`src/rtl/spd_pkg.sv`:
```
// ----------------------------------------------------------------------------
// spd_pkg
// Shared types, codes and sizes of the serial packet deframer.
// ----------------------------------------------------------------------------
package spd_pkg;

	localparam int PAYLOAD_LEN = 16;
	localparam int IDX_W       = (PAYLOAD_LEN > 1) ? $clog2(PAYLOAD_LEN) : 1;
	localparam int FILL_W      = $clog2(PAYLOAD_LEN + 1);
	localparam int NUM_BANKS   = 2;
	localparam int BANK_W      = (NUM_BANKS > 1) ? $clog2(NUM_BANKS) : 1;
	localparam int BUSY_W      = $clog2(NUM_BANKS + 1);
	localparam int ADDR_W      = BANK_W + IDX_W;
	localparam int RAM_DEPTH   = 1 << ADDR_W;
	localparam int CMDQ_DEPTH  = 2;

	localparam logic [7:0] HDR_NONE   = 8'd0;
	localparam logic [7:0] HDR_VALUE  = 8'd110;
	localparam logic [7:0] HDR_CONFIG = 8'd111;
	localparam logic [7:0] HDR_QUERY  = 8'd114;
	localparam logic [7:0] END_MARK   = 8'h00;

	typedef enum logic [1:0] {
		K_VALUE  = 2'd0,
		K_CONFIG = 2'd1,
		K_QUERY  = 2'd2
	} kind_t;

	typedef struct packed {
		kind_t              kind;
		logic [BANK_W-1:0]  bank;
	} cmd_t;

	typedef struct packed {
		logic valid;
		cmd_t cmd;
	} push_t;

	typedef struct packed {
		logic              en;
		logic [ADDR_W-1:0] addr;
		logic [7:0]        data;
	} wr_t;

	typedef struct packed {
		logic              en;
		logic [ADDR_W-1:0] addr;
	} rd_t;

	function automatic logic [7:0] kind_hdr(input kind_t k);
		logic [7:0] h;
		h = HDR_QUERY;
		case (k)
			K_VALUE:  h = HDR_VALUE;
			K_CONFIG: h = HDR_CONFIG;
			default:  h = HDR_QUERY;
		endcase
		return h;
	endfunction

endpackage

```
`src/rtl/spd_ram.sv`:
```
// ----------------------------------------------------------------------------
// spd_ram
// Generic single-write, single-read RAM with registered read data.
// ----------------------------------------------------------------------------
module spd_ram #(
	parameter int WIDTH = 8,
	parameter int DEPTH = 32
) (
	input  logic                     clk,
	input  logic                     we,
	input  logic [$clog2(DEPTH)-1:0] waddr,
	input  logic [WIDTH-1:0]         wdata,
	input  logic                     re,
	input  logic [$clog2(DEPTH)-1:0] raddr,
	output logic [WIDTH-1:0]         rdata
);

	logic [WIDTH-1:0] mem_q [DEPTH];
	logic [WIDTH-1:0] rdata_q;

	always_ff @(posedge clk) begin
		if (we) begin
			mem_q[waddr] <= wdata;
		end
		if (re) begin
			rdata_q <= mem_q[raddr];
		end
	end

	assign rdata = rdata_q;

endmodule

```
`src/rtl/spd_front.sv`:
```
// ----------------------------------------------------------------------------
// spd_front
// Receive side: tracks the pending header, stores payload bytes into the
// free bank and queues a send command when a packet is terminated.
// ----------------------------------------------------------------------------
module spd_front import spd_pkg::*; (
	input  logic       clk,
	input  logic       arst_n,
	input  logic [7:0] rx_byte,
	input  logic       rx_valid,
	output logic       rx_ready,
	input  logic       q_full,
	input  logic       bank_done,
	output push_t      push,
	output wr_t        wr
);

	logic [7:0]        pending_q;
	logic [FILL_W-1:0] fill_q;
	logic [BANK_W-1:0] wbank_q;
	logic [BUSY_W-1:0] busy_q;

	logic  need_bank;
	logic  term;
	logic  acc;
	logic  push_pay;
	kind_t kind;

	always_comb begin
		need_bank = 1'b0;
		term      = 1'b0;
		kind      = K_QUERY;
		if (pending_q != HDR_NONE) begin
			case (pending_q)
				HDR_VALUE: begin
					kind = K_VALUE;
					if (fill_q == '0) need_bank = 1'b1;
					else term = 1'b1;
				end
				HDR_CONFIG: begin
					kind = K_CONFIG;
					if (fill_q < FILL_W'(PAYLOAD_LEN)) need_bank = 1'b1;
					else term = 1'b1;
				end
				HDR_QUERY: begin
					kind = K_QUERY;
					term = 1'b1;
				end
				default: ;
			endcase
		end
		// hold payload bytes while both banks wait on the sender, end bytes while the queue is full
		rx_ready = !((need_bank && busy_q == BUSY_W'(NUM_BANKS)) || (term && q_full));
		acc      = rx_valid && rx_ready;

		wr.en   = acc && need_bank;
		wr.addr = {wbank_q, fill_q[IDX_W-1:0]};
		wr.data = rx_byte;

		push.valid    = acc && term && (rx_byte == END_MARK);
		push.cmd.kind = kind;
		push.cmd.bank = wbank_q;
		push_pay      = push.valid && (kind != K_QUERY);
	end

	always_ff @(posedge clk or negedge arst_n) begin
		if (!arst_n) begin
			pending_q <= HDR_NONE;
			fill_q    <= '0;
			wbank_q   <= '0;
			busy_q    <= '0;
		end else begin
			if (acc) begin
				if (pending_q == HDR_NONE) begin
					pending_q <= rx_byte;
				end else if (need_bank) begin
					fill_q <= fill_q + FILL_W'(1);
				end else begin
					// completes or breaks the packet: drop back to idle
					pending_q <= HDR_NONE;
					fill_q    <= '0;
				end
			end
			if (push_pay) begin
				wbank_q <= wbank_q + BANK_W'(1);
			end
			if (push_pay && !bank_done) begin
				busy_q <= busy_q + BUSY_W'(1);
			end else if (!push_pay && bank_done) begin
				busy_q <= busy_q - BUSY_W'(1);
			end
		end
	end

endmodule

```
`src/rtl/spd_cmdq.sv`:
```
// ----------------------------------------------------------------------------
// spd_cmdq
// Short command queue between the receive side and the send side.
// ----------------------------------------------------------------------------
module spd_cmdq import spd_pkg::*; (
	input  logic  clk,
	input  logic  arst_n,
	input  push_t push,
	output logic  full,
	input  logic  pop,
	output logic  empty,
	output cmd_t  head
);

	localparam int PTR_W = (CMDQ_DEPTH > 1) ? $clog2(CMDQ_DEPTH) : 1;
	localparam int CNT_W = $clog2(CMDQ_DEPTH + 1);

	cmd_t             ent_q [CMDQ_DEPTH];
	logic [PTR_W-1:0] wr_q;
	logic [PTR_W-1:0] rd_q;
	logic [CNT_W-1:0] cnt_q;
	logic             do_push;

	assign full    = (cnt_q == CNT_W'(CMDQ_DEPTH));
	assign empty   = (cnt_q == '0);
	assign head    = ent_q[rd_q];
	assign do_push = push.valid && !full;

	function automatic logic [PTR_W-1:0] wrap_inc(input logic [PTR_W-1:0] p);
		return (p == PTR_W'(CMDQ_DEPTH - 1)) ? '0 : p + PTR_W'(1);
	endfunction

	always_ff @(posedge clk) begin
		if (do_push) begin
			ent_q[wr_q] <= push.cmd;
		end
	end

	always_ff @(posedge clk or negedge arst_n) begin
		if (!arst_n) begin
			wr_q  <= '0;
			rd_q  <= '0;
			cnt_q <= '0;
		end else begin
			if (do_push) wr_q <= wrap_inc(wr_q);
			if (pop)     rd_q <= wrap_inc(rd_q);
			if (do_push && !pop) begin
				cnt_q <= cnt_q + CNT_W'(1);
			end else if (!do_push && pop) begin
				cnt_q <= cnt_q - CNT_W'(1);
			end
		end
	end

endmodule

```
`src/rtl/spd_back.sv`:
```
// ----------------------------------------------------------------------------
// spd_back
// Send side: pops a command, emits its header, then streams the stored
// payload bytes out of the bank through the output register.
// ----------------------------------------------------------------------------
module spd_back import spd_pkg::*; (
	input  logic       clk,
	input  logic       arst_n,
	input  logic       q_empty,
	input  cmd_t       q_head,
	output logic       q_pop,
	output rd_t        rd,
	input  logic [7:0] rdata,
	output logic       bank_done,
	output logic [7:0] tx_byte,
	output logic       tx_last,
	output logic       tx_valid,
	input  logic       tx_ready
);

	typedef enum logic [1:0] {
		B_IDLE = 2'b01,
		B_DATA = 2'b10
	} bstate_t;

	bstate_t           state_q;
	logic [IDX_W-1:0]  idx_q;
	logic [IDX_W-1:0]  last_idx_q;
	logic [BANK_W-1:0] bank_q;
	logic              tx_valid_q;
	logic [7:0]        tx_byte_q;
	logic              tx_last_q;
	logic              load;
	logic              at_last;

	assign load     = !tx_valid_q || tx_ready;
	assign at_last  = (idx_q == last_idx_q);
	assign tx_valid = tx_valid_q;
	assign tx_byte  = tx_byte_q;
	assign tx_last  = tx_last_q;

	always_comb begin
		q_pop     = 1'b0;
		bank_done = 1'b0;
		rd.en     = 1'b0;
		rd.addr   = {bank_q, idx_q + IDX_W'(1)};
		unique case (state_q)
			B_IDLE: begin
				if (load && !q_empty) begin
					q_pop = 1'b1;
					// prefetch the first stored byte while the header goes out
					if (q_head.kind != K_QUERY) begin
						rd.en   = 1'b1;
						rd.addr = {q_head.bank, {IDX_W{1'b0}}};
					end
				end
			end
			B_DATA: begin
				if (load) begin
					if (at_last) bank_done = 1'b1;
					else rd.en = 1'b1;
				end
			end
			default: ;
		endcase
	end

	always_ff @(posedge clk or negedge arst_n) begin
		if (!arst_n) begin
			state_q    <= B_IDLE;
			tx_valid_q <= 1'b0;
		end else begin
			unique case (state_q)
				B_IDLE: begin
					if (load) tx_valid_q <= q_pop;
					if (q_pop && q_head.kind != K_QUERY) state_q <= B_DATA;
				end
				B_DATA: begin
					if (load) begin
						tx_valid_q <= 1'b1;
						if (at_last) state_q <= B_IDLE;
					end
				end
				default: state_q <= B_IDLE;
			endcase
		end
	end

	always_ff @(posedge clk) begin
		unique case (state_q)
			B_IDLE: begin
				if (q_pop) begin
					tx_byte_q  <= kind_hdr(q_head.kind);
					tx_last_q  <= (q_head.kind == K_QUERY);
					idx_q      <= '0;
					bank_q     <= q_head.bank;
					last_idx_q <= (q_head.kind == K_CONFIG) ? IDX_W'(PAYLOAD_LEN - 1) : '0;
				end
			end
			B_DATA: begin
				if (load) begin
					tx_byte_q <= rdata;
					tx_last_q <= at_last;
					idx_q     <= idx_q + IDX_W'(1);
				end
			end
			default: ;
		endcase
	end

endmodule

```
`src/rtl/serial_packet_deframer.sv`:
```
// ----------------------------------------------------------------------------
// serial_packet_deframer
// Reassembles value, config and query packets from received serial bytes
// and forwards each complete packet, flagging its final byte.
//
//   channel  signals                      dir  beat
//   rx       rx_valid rx_ready rx_byte    in   one received byte
//   tx       tx_valid tx_ready tx_byte    out  one forwarded byte
//            tx_last                           (tx_last on final byte)
//
// The receive side takes one byte a cycle unless stalled; payload goes into one of two
// RAM banks, so a second packet can fill while the first is sent.
// The send side gives one byte a cycle while tx_ready is high: header, then one stored
// byte per cycle read from the RAM port.
// rx stalls only when both banks or the command queue are still held by
// the send side. Reset clears framing and queue state; the RAM is not cleared.
// ----------------------------------------------------------------------------
module serial_packet_deframer import spd_pkg::*; (
	input  logic       clk,
	input  logic       arst_n,
	input  logic [7:0] rx_byte,
	input  logic       rx_valid,
	output logic       rx_ready,
	output logic [7:0] tx_byte,
	output logic       tx_last,
	output logic       tx_valid,
	input  logic       tx_ready
);

	push_t      push;
	wr_t        wr;
	rd_t        rd;
	cmd_t       q_head;
	logic       q_full;
	logic       q_empty;
	logic       q_pop;
	logic       bank_done;
	logic [7:0] rdata;

	spd_front u_front (
		.clk       (clk),
		.arst_n    (arst_n),
		.rx_byte   (rx_byte),
		.rx_valid  (rx_valid),
		.rx_ready  (rx_ready),
		.q_full    (q_full),
		.bank_done (bank_done),
		.push      (push),
		.wr        (wr)
	);

	spd_cmdq u_cmdq (
		.clk    (clk),
		.arst_n (arst_n),
		.push   (push),
		.full   (q_full),
		.pop    (q_pop),
		.empty  (q_empty),
		.head   (q_head)
	);

	spd_ram #(
		.WIDTH (8),
		.DEPTH (RAM_DEPTH)
	) u_ram (
		.clk   (clk),
		.we    (wr.en),
		.waddr (wr.addr),
		.wdata (wr.data),
		.re    (rd.en),
		.raddr (rd.addr),
		.rdata (rdata)
	);

	spd_back u_back (
		.clk       (clk),
		.arst_n    (arst_n),
		.q_empty   (q_empty),
		.q_head    (q_head),
		.q_pop     (q_pop),
		.rd        (rd),
		.rdata     (rdata),
		.bank_done (bank_done),
		.tx_byte   (tx_byte),
		.tx_last   (tx_last),
		.tx_valid  (tx_valid),
		.tx_ready  (tx_ready)
	);

endmodule
```
`config.mk`:
```
export PLATFORM = sky130hd
export DESIGN_NAME = serial_packet_deframer
export DESIGN_NICKNAME = d
export VERILOG_FILES = /design/src/rtl/spd_pkg.sv /design/src/rtl/spd_ram.sv /design/src/rtl/spd_front.sv /design/src/rtl/spd_cmdq.sv /design/src/rtl/spd_back.sv /design/src/rtl/serial_packet_deframer.sv
export SDC_FILE = /design/constraint.sdc
export NUM_CORES = 1
export LEC_CHECK = 0
export BUFFER_PORTS_ARGS = -buffer_cell sky130_fd_sc_hd__buf_2
export CAP_MARGIN = 0
export CORE_UTILIZATION = 65
export DETAILED_ROUTE_END_ITERATION = 10
export PLACE_DENSITY = 0.82
export SETUP_SLACK_MARGIN = 0.2
export SYNTH_ARGS = -nofsm -noshare
export SYNTH_HDL_FRONTEND = slang
export SYNTH_SLANG_ARGS = --single-unit
export TNS_END_PERCENT = 30
```
`constraint.sdc`:
```
create_clock -name clk -period 7.9 [get_ports clk]
set_input_delay 1.185 -clock clk [delete_from_list [all_inputs] [get_ports clk]]
set_output_delay 1.185 -clock clk [all_outputs]
set_load 0.05 [all_outputs]
```
==> flow_summary.ini, run 1 <==
[status]
outcome = complete, no violations

[grt]
antenna_found_initial = 1
grtUsageTotal_pct = 29.65
grt.overflow.total = 0
grt_max_degree = 79
grt_pass1_wl_microns = 43570
first_global_vias = 7505

[critical_path]
worst_path_max_delay_cell = or3b_2
worstPathRequired_ns = 6.71
path_class = reg2out
cpLargestDelayFamily = simple AND/OR/NAND/NOR gates
crit_path_start_kind = flop
worstPathCellList = inv_1 -> ha_1 -> or3b_2 -> a21oi_4 -> nor2_1 -> a21oi_1 -> o22ai_1 -> nand2_1 -> buf_2
end_kind = output port
max_stage_delay_ns = 0.49
critical_path_buf_inv_count = 2
path_max_fanout = 6
worstPathArrival_ns = 2.65

[layout]
final_layout_size_suffix_gt1_share_pct = 13.04
regArea_sq_um = 9135
fin_cells = 1162
diodes = 0
fillerInstances = 1206
multi_input_area_sq_um = 3468
finish.net_count = 894
synthToLayoutAreaGrowth_pct = 9.976

[sta]
slew_violations = 0
finClkSkew_ns = 0.01664
setup_tns_ns = 0
rsz0062_at_grt = false
slew_headroom_pct = 31.72
holdWs_ns = 0.4761
clock.fmax_ghz = 0.2607
setup_viol = 0
worst_slack_ns = 4.064
hold_viol = 0
post-route-min-period_ns = 3.836
tightest_slew_ns = 1.024
fin_crit_sh_pct = 48.56

[synthesis]
synth_edf_count = 285
syn_area_per_cell_sq_um = 14.91
synth_xor_area_share_pct = 0.8856
synthAdderAreaFrac_pct = 0.8759
synth_compound_area_share_pct = 9.557
synth_top_family_by_area = compound AO/OA/AOI/OAI gates
synth-seq-area-share_pct = 71.06
syn_area_sq_um = 12860
synth-seq-cells = 308
synthMuxAreaShare_pct = 6.102
syn_nets = 883
async_flop_share_pct = 7.468
synth_warnings = 0
syn_inst = 862
synth_ff_type = edfxtp_1
yosysUniqueCellTypes = 56
synth_simple_gate_area_share_pct = 9.294

[floorplanning]
design.core.area_sq_um = 19400
io_pins = 23
dieArea_sq_um = 20340
die_y_microns = 142.6
rows = 51
die_w_microns = 142.6
initial_core_util_pct = 66.27

[placed_design]
io_buffers = 22
dp_hpwl_microns = 18360
gp_congestion = 0.9778
place_inst = 1106
post-place-ws_ns = 4.041

[clock_network]
cts_root_buf = clkbuf_16
cts_made_buffers = 30
clock_latency_ns = 0.56
ctsResizeCount = 0
cts.clk_slew.worst_paths_ns = 0.06
htreeDepth = 1
cts_setup_buffers = 0
cts_tree = built
cts_buffer_depth = 3
hold_buffers = 0
clock-sinks = 308

[hold_path]
min_path_type = reg2reg

[routing]
drt-total-wl_microns = 28720
drc = 0
viasPerCell = 6.650
initialDrtViolationCount = 954
firstDrtPassIters = 6
antenna_left = 0
dr_total_vias = 7727
wl_per_cell_microns = 24.72

[power_and_ir_drop]
p_leak_nw = 4.593
p_total_mw = 5.000
p_per_area_nw_per_um2 = 353.6
peakVddDrop_uv = 299.9

[job]
drv_cap = 0
==> path summary, 6_finish.rpt <==
| path | from | to | slack (ns) | cells after the start |
|---|---|---|---|---|
| setup / recovery | u_front.fill_q[0] | rx_ready | 4.06 | 9 |
| hold / removal | u_front.busy_q[1] | u_front.busy_q[1] | 0.48 | 1 |
| setup reg to reg | u_back.idx_q[0] | u_ram.rdata[7] | 4.21 | 9 |
| hold reg to reg | u_front.busy_q[1] | u_front.busy_q[1] | 0.48 | 1 |
| max in group asynchronous | arst_n | u_back.state_q[0] | 6.93 | 1 |
| min in group asynchronous | arst_n | u_front.pending_q[0] | 0.60 | 1 |
==> synth_stat cells (2+ instances only) <==
| master | instances | share of area (%) |
|---|---|---|
| a31oi_1 | 4 | 0.19 |
| inv_1 | 15 | 0.44 |
| a221oi_1 | 30 | 2.0 |
| mux2i_1 | 3 | 0.23 |
| and2_0 | 2 | 0.097 |
| a211oi_1 | 32 | 1.9 |
| xnor2_1 | 6 | 0.41 |
| nand2b_1 | 6 | 0.29 |
| buf_1 | 5 | 0.15 |
| clkbuf_1 | 31 | 0.91 |
| nand3_1 | 9 | 0.35 |
| o2bb2ai_1 | 29 | 2.0 |
| or4_1 | 2 | 0.12 |
| mux2_2 | 3 | 0.26 |
| and3_1 | 30 | 1.5 |
| nor4_1 | 11 | 0.54 |
| buf_2 | 16 | 0.62 |
| edfxtp_1 | 285 | 67 |
| mux4_2 | 32 | 5.6 |
| a22o_1 | 2 | 0.14 |
| ha_1 | 9 | 0.88 |
| a21o_1 | 4 | 0.23 |
| or3_1 | 2 | 0.097 |
| xor2_1 | 7 | 0.48 |
| nand3b_1 | 5 | 0.29 |
| a21oi_1 | 9 | 0.35 |
| dfrtp_1 | 22 | 4.3 |
| o21ai_0 | 44 | 1.7 |
| nand2_1 | 91 | 2.7 |
| and2_1 | 7 | 0.34 |
| nor2b_1 | 6 | 0.29 |
| nor2_1 | 79 | 2.3 |
==> area by class of cell <==
type                            instances  area share (%)
Inverter                               16          0.4248
Clock buffer                           38           5.673
Multi-Input combinational cell        485           24.53
Timing Repair Buffer                   32           1.310
Clock inverter                         18           1.106
Tap cell                              265           2.345
Sequential cell                       308           64.61
==> sequential cells by signal, summed over array words and instances (netlist names), 4 cells and up <==
name,cells
u_ram.rdata,8
u_ram.mem_q,256
u_front.pending_q,8
u_cmdq.ent_q,6
u_front.fill_q,5
u_back.idx_q,4
u_back.tx_byte,8
==> cells in the final DEF (no fill, tap or decap), types with 3 or more instances in the layout <==
| cell | n |
|---|---|
| clkbuf_1 | 7 |
| mux2_2 | 3 |
| and3_1 | 30 |
| xor2_1 | 6 |
| and2_1 | 7 |
| nand3b_1 | 5 |
| dfrtp_1 | 22 |
| nor4_1 | 11 |
| nand3_1 | 9 |
| mux2i_1 | 3 |
| o2bb2ai_1 | 29 |
| a21oi_1 | 9 |
| o21ai_0 | 44 |
| clkinv_1 | 9 |
| bufinv_16 | 3 |
| nand2_1 | 91 |
| buf_2 | 22 |
| mux4_2 | 32 |
| inv_1 | 15 |
| xnor2_1 | 5 |
| a21o_1 | 4 |
| a211oi_1 | 32 |
| edfxtp_1 | 285 |
| nor2b_1 | 6 |
| a31oi_1 | 4 |
| clkinv_2 | 5 |
| clkbuf_16 | 31 |
| nand2b_1 | 6 |
| nor2_1 | 79 |
| buf_4 | 10 |
| ha_1 | 9 |
| a221oi_1 | 30 |
==> routing by layer <==
layer | up-vias | wire, microns | GRT usage [%]
met5 | - | 0 | 0
met4 | 0 | 993 | 10.81
met3 | 76 | 2637 | 4.997
met2 | 436 | 13830 | 48.17
met1 | 3846 | 11260 | 40.94
li1 | 3369 | - | -
==> power by group <==
group / switching [mW] / total [mW] / internal (mW)
Combinational: 1.08 / 1.64 / 0.551
Sequential: 0.0596 / 1.98 / 1.92
Clock: 0.572 / 1.38 / 0.810
Total: 1.72 / 5.00 / 3.28
==> metrics by stage <==
stage          util, %  cell area, sq um
2_1_floorplan        -             12860
3_3_place_gp     67.94             13180
3_5_place_dp     67.94             13180
4_1_cts          72.88             14140
5_1_grt          72.88             14140
6_report         72.88             14140
==> worst register-to-register path: stages (launching register included) <==
cell and delay [ns]:
edfxtp_1 0.32, buf_4 0.35, ha_1 0.38, xor2_4 0.52, buf_4 0.81, nand2_1 0.23
a31oi_1 0.21, mux2_2 0.18, a221oi_1 0.07, a2111oi_1 0.40
==> cells by family after synthesis <==
group	count (synthesis)
flip-flops	308
AND/OR/NAND/NOR	256
buffers and inverters	69
adder cells (fa/ha/maj)	9
AO/OA/AOI/OAI	169
XOR/XNOR	13
multiplexers	38
Note: power is estimated with default switching activity, not from simulation.
==> inputs of run 2 (changes only) <==
Settings changed: CORE_UTILIZATION 65 to 62, PLACE_DENSITY 0.82 to 0.79.
Clock period 7.9 ns to 3.7 ns, I/O delays scaled along.
==> run 2 against run 1 <==
Non-clock buffer count increased by 43. Utilization decreased by 1.9 points. Clock power increased by 100%. Routed wire length increased by 8.6%. Register-to-register slack got worse by 4.0 ns. Hold slack got worse by 0.040 ns. Via count increased by 3.8%. Combinational power increased by 120%. Sequential cell count unchanged. Design area increased by 1.9%. Clock skew decreased by 0.0030 ns. Total power increased by 110%. Critical path type is now reg2reg. Largest cell class unchanged.
==> flow_summary.ini, run 2 (synthesis gave the netlist of run 1 again) <==
[critical_path]
ff2ff_setup_slack_ns = 0.26
cpLargestDelayFamily = simple AND/OR/NAND/NOR gates
end_kind = flop
r2r_end = u_ram.mem_q[14][7]
worstPathRequired_ns = 3.87
max_stage_delay_ns = 0.61
path_class = reg2reg
worstPathCellList = inv_1 -> ha_1 -> or3b_2 -> a21oi_4 -> inv_1 -> nor4_4 -> nand2_1 -> nor2_1
r2r_cells = 8
cp_common_cell = inv_1
crit_path_start_kind = flop
critical_path_buf_inv_count = 2
timing.rr.start = u_front.fill_q[0]
path_max_fanout = 9
worstPathArrival_ns = 3.62
worst_path_max_delay_cell = nor2_1

[clock_network]
cts_tree = built
cts_root_buf = clkbuf_16
cts_buffer_depth = 3
cts_made_buffers = 30
clock_latency_ns = 0.55
htreeDepth = 1
cts_setup_buffers = 0
cts.clk_slew.worst_paths_ns = 0.06
ctsResizeCount = 0
clock-sinks = 308

[floorplanning]
initial_core_util_pct = 63.33
rows = 52
dieArea_sq_um = 21320
io_pins = 23
die_y_microns = 146
design.core.area_sq_um = 20300
die_w_microns = 146

[sta]
setup_tns_ns = 0
finClkSkew_ns = 0.01365
post-route-min-period_ns = 3.445
slew_violations = 0
hold_viol = 0
tightest_slew_ns = 1.023
clock.fmax_ghz = 0.2903
fin_crit_sh_pct = 93.10
slew_headroom_pct = 31.81
rsz0062_at_grt = true
setup_viol = 0
holdWs_ns = 0.4357
worst_slack_ns = 0.2552

[placed_design]
post-place-ws_ns = 0.2448
place_inst = 1153
io_buffers = 22
gp_congestion = 0.9204
dp_hpwl_microns = 20140

[hold_path]
hp-start = tx_ready
min_path_type = in2reg
holdPathEnd = u_back.tx_valid
min_path_cells = 4

[status]
outcome = complete, no violations

[routing]
viasPerCell = 6.647
drt-total-wl_microns = 31200
dr_total_vias = 8023
initialDrtViolationCount = 1138
firstDrtPassIters = 5
drc = 0
antenna_left = 0
wl_per_cell_microns = 25.85

[grt]
grt_max_degree = 65
grtUsageTotal_pct = 30.34
grt_pass1_wl_microns = 47710
first_global_vias = 7835
antenna_found_initial = 0
grt.overflow.total = 0

[layout]
largest_register_ff_count = 256
layout_commonest_cell = edfxtp_1
finish.net_count = 937
fin_util_pct = 70.97
final_cell_mix = edfxtp_1, nand2_1, nor2_1
multi_input_area_sq_um = 3468
largest_register = u_ram.mem_q
fillerInstances = 1270
fin_cells = 1207
final_layout_size_suffix_gt1_share_pct = 16.97
synthToLayoutAreaGrowth_pct = 12.06
diodes = 0
regArea_sq_um = 9135

[power_and_ir_drop]
p_leak_nw = 4.795
peakVddDrop_uv = 456.6
p_per_area_nw_per_um2 = 740.4

[job]
drv_cap = 0
-- run 2: cell count changes in the layout (fill, tap and decap cells not counted) --
cell / change
buf_4: +42
clkinv_1: -7
clkbuf_1: +4
clkinv_2: +3
bufinv_16: -2
clkinvlp_4: -1
dlygate4sd3_1: +1
-- run 2: worst max-delay path by stage --
stage | slack, ns | start | end | cells after the start
after detailed placement | 0.24 | u_front.fill_q[0] | u_ram.mem_q[14][7] | 8
after floorplan | 0.84 | u_front.fill_q[0] | u_ram.mem_q[10][0] | 8
after global routing | 0.02 | u_front.fill_q[0] | u_ram.mem_q[30][6] | 8
after CTS | 0.23 | u_front.fill_q[0] | u_ram.mem_q[14][5] | 8
after global placement | 0.45 | u_front.fill_q[0] | u_ram.mem_q[30][5] | 8
final | 0.26 | u_front.fill_q[0] | u_ram.mem_q[14][7] | 8
-- run 2: where the power goes --
| part | switching, mW | leakage [nW] | total, mW | internal [mW] |
|---|---|---|---|---|
| sequential | 0.135 | 2.87 | 4.24 | 4.10 |
| combinational | 2.37 | 1.48 | 3.63 | 1.26 |
| clock | 1.20 | 0.444 | 2.80 | 1.60 |
-- run 2: worst register-to-register path: cells and delay by family, from the launching register on --
kind / cells / cell delay (ns)
buffers and inverters: 2 / 0.26
DFF: 1 / 0.43
and+or+nand+nor: 4 / 2.00
adders and majority gates: 1 / 0.17
AOI/OAI and AO/OA: 1 / 0.23
-- run 2: timing repair --
action                                  4_1_cts  5_1_grt
endpoints found under the hold margin        19        0
endpoints found under the setup margin        0       64
hold buffers                                  1        0
-- run 2: area by class of cell --
type                            count  share of cell area (%)
Inverter                           16                  0.4169
Clock buffer                       42                   5.671
Multi-Input combinational cell    485                   24.08
Timing Repair Buffer               75                   3.544
Clock inverter                     11                  0.5385
Sequential cell                   308                   63.41
Tap cell                          270                   2.345
-- run 2: through the flow --
step | cell area (sq um) | total power [mW]
6_report | 14410 | 10.67
5_1_grt | 14410 | 11.10
4_1_cts | 14410 | 10.62
3_5_place_dp | 13500 | 7.830
3_3_place_gp | 13500 | 7.724
2_1_floorplan | 12860 | 6.775
-- run 2: routing by layer --
metal | routed length (microns) | part of all wire [%] | vias to the layer above | global-route usage (%)
met2 | 14820 | 47 | 529 | 48.18
met5 | 0 | 0 | - | 0
met4 | 1350 | 4.3 | 0 | 11.98
li1 | - | - | 3462 | -
met3 | 2897 | 9.3 | 87 | 4.577
met1 | 12130 | 39 | 3945 | 42.99
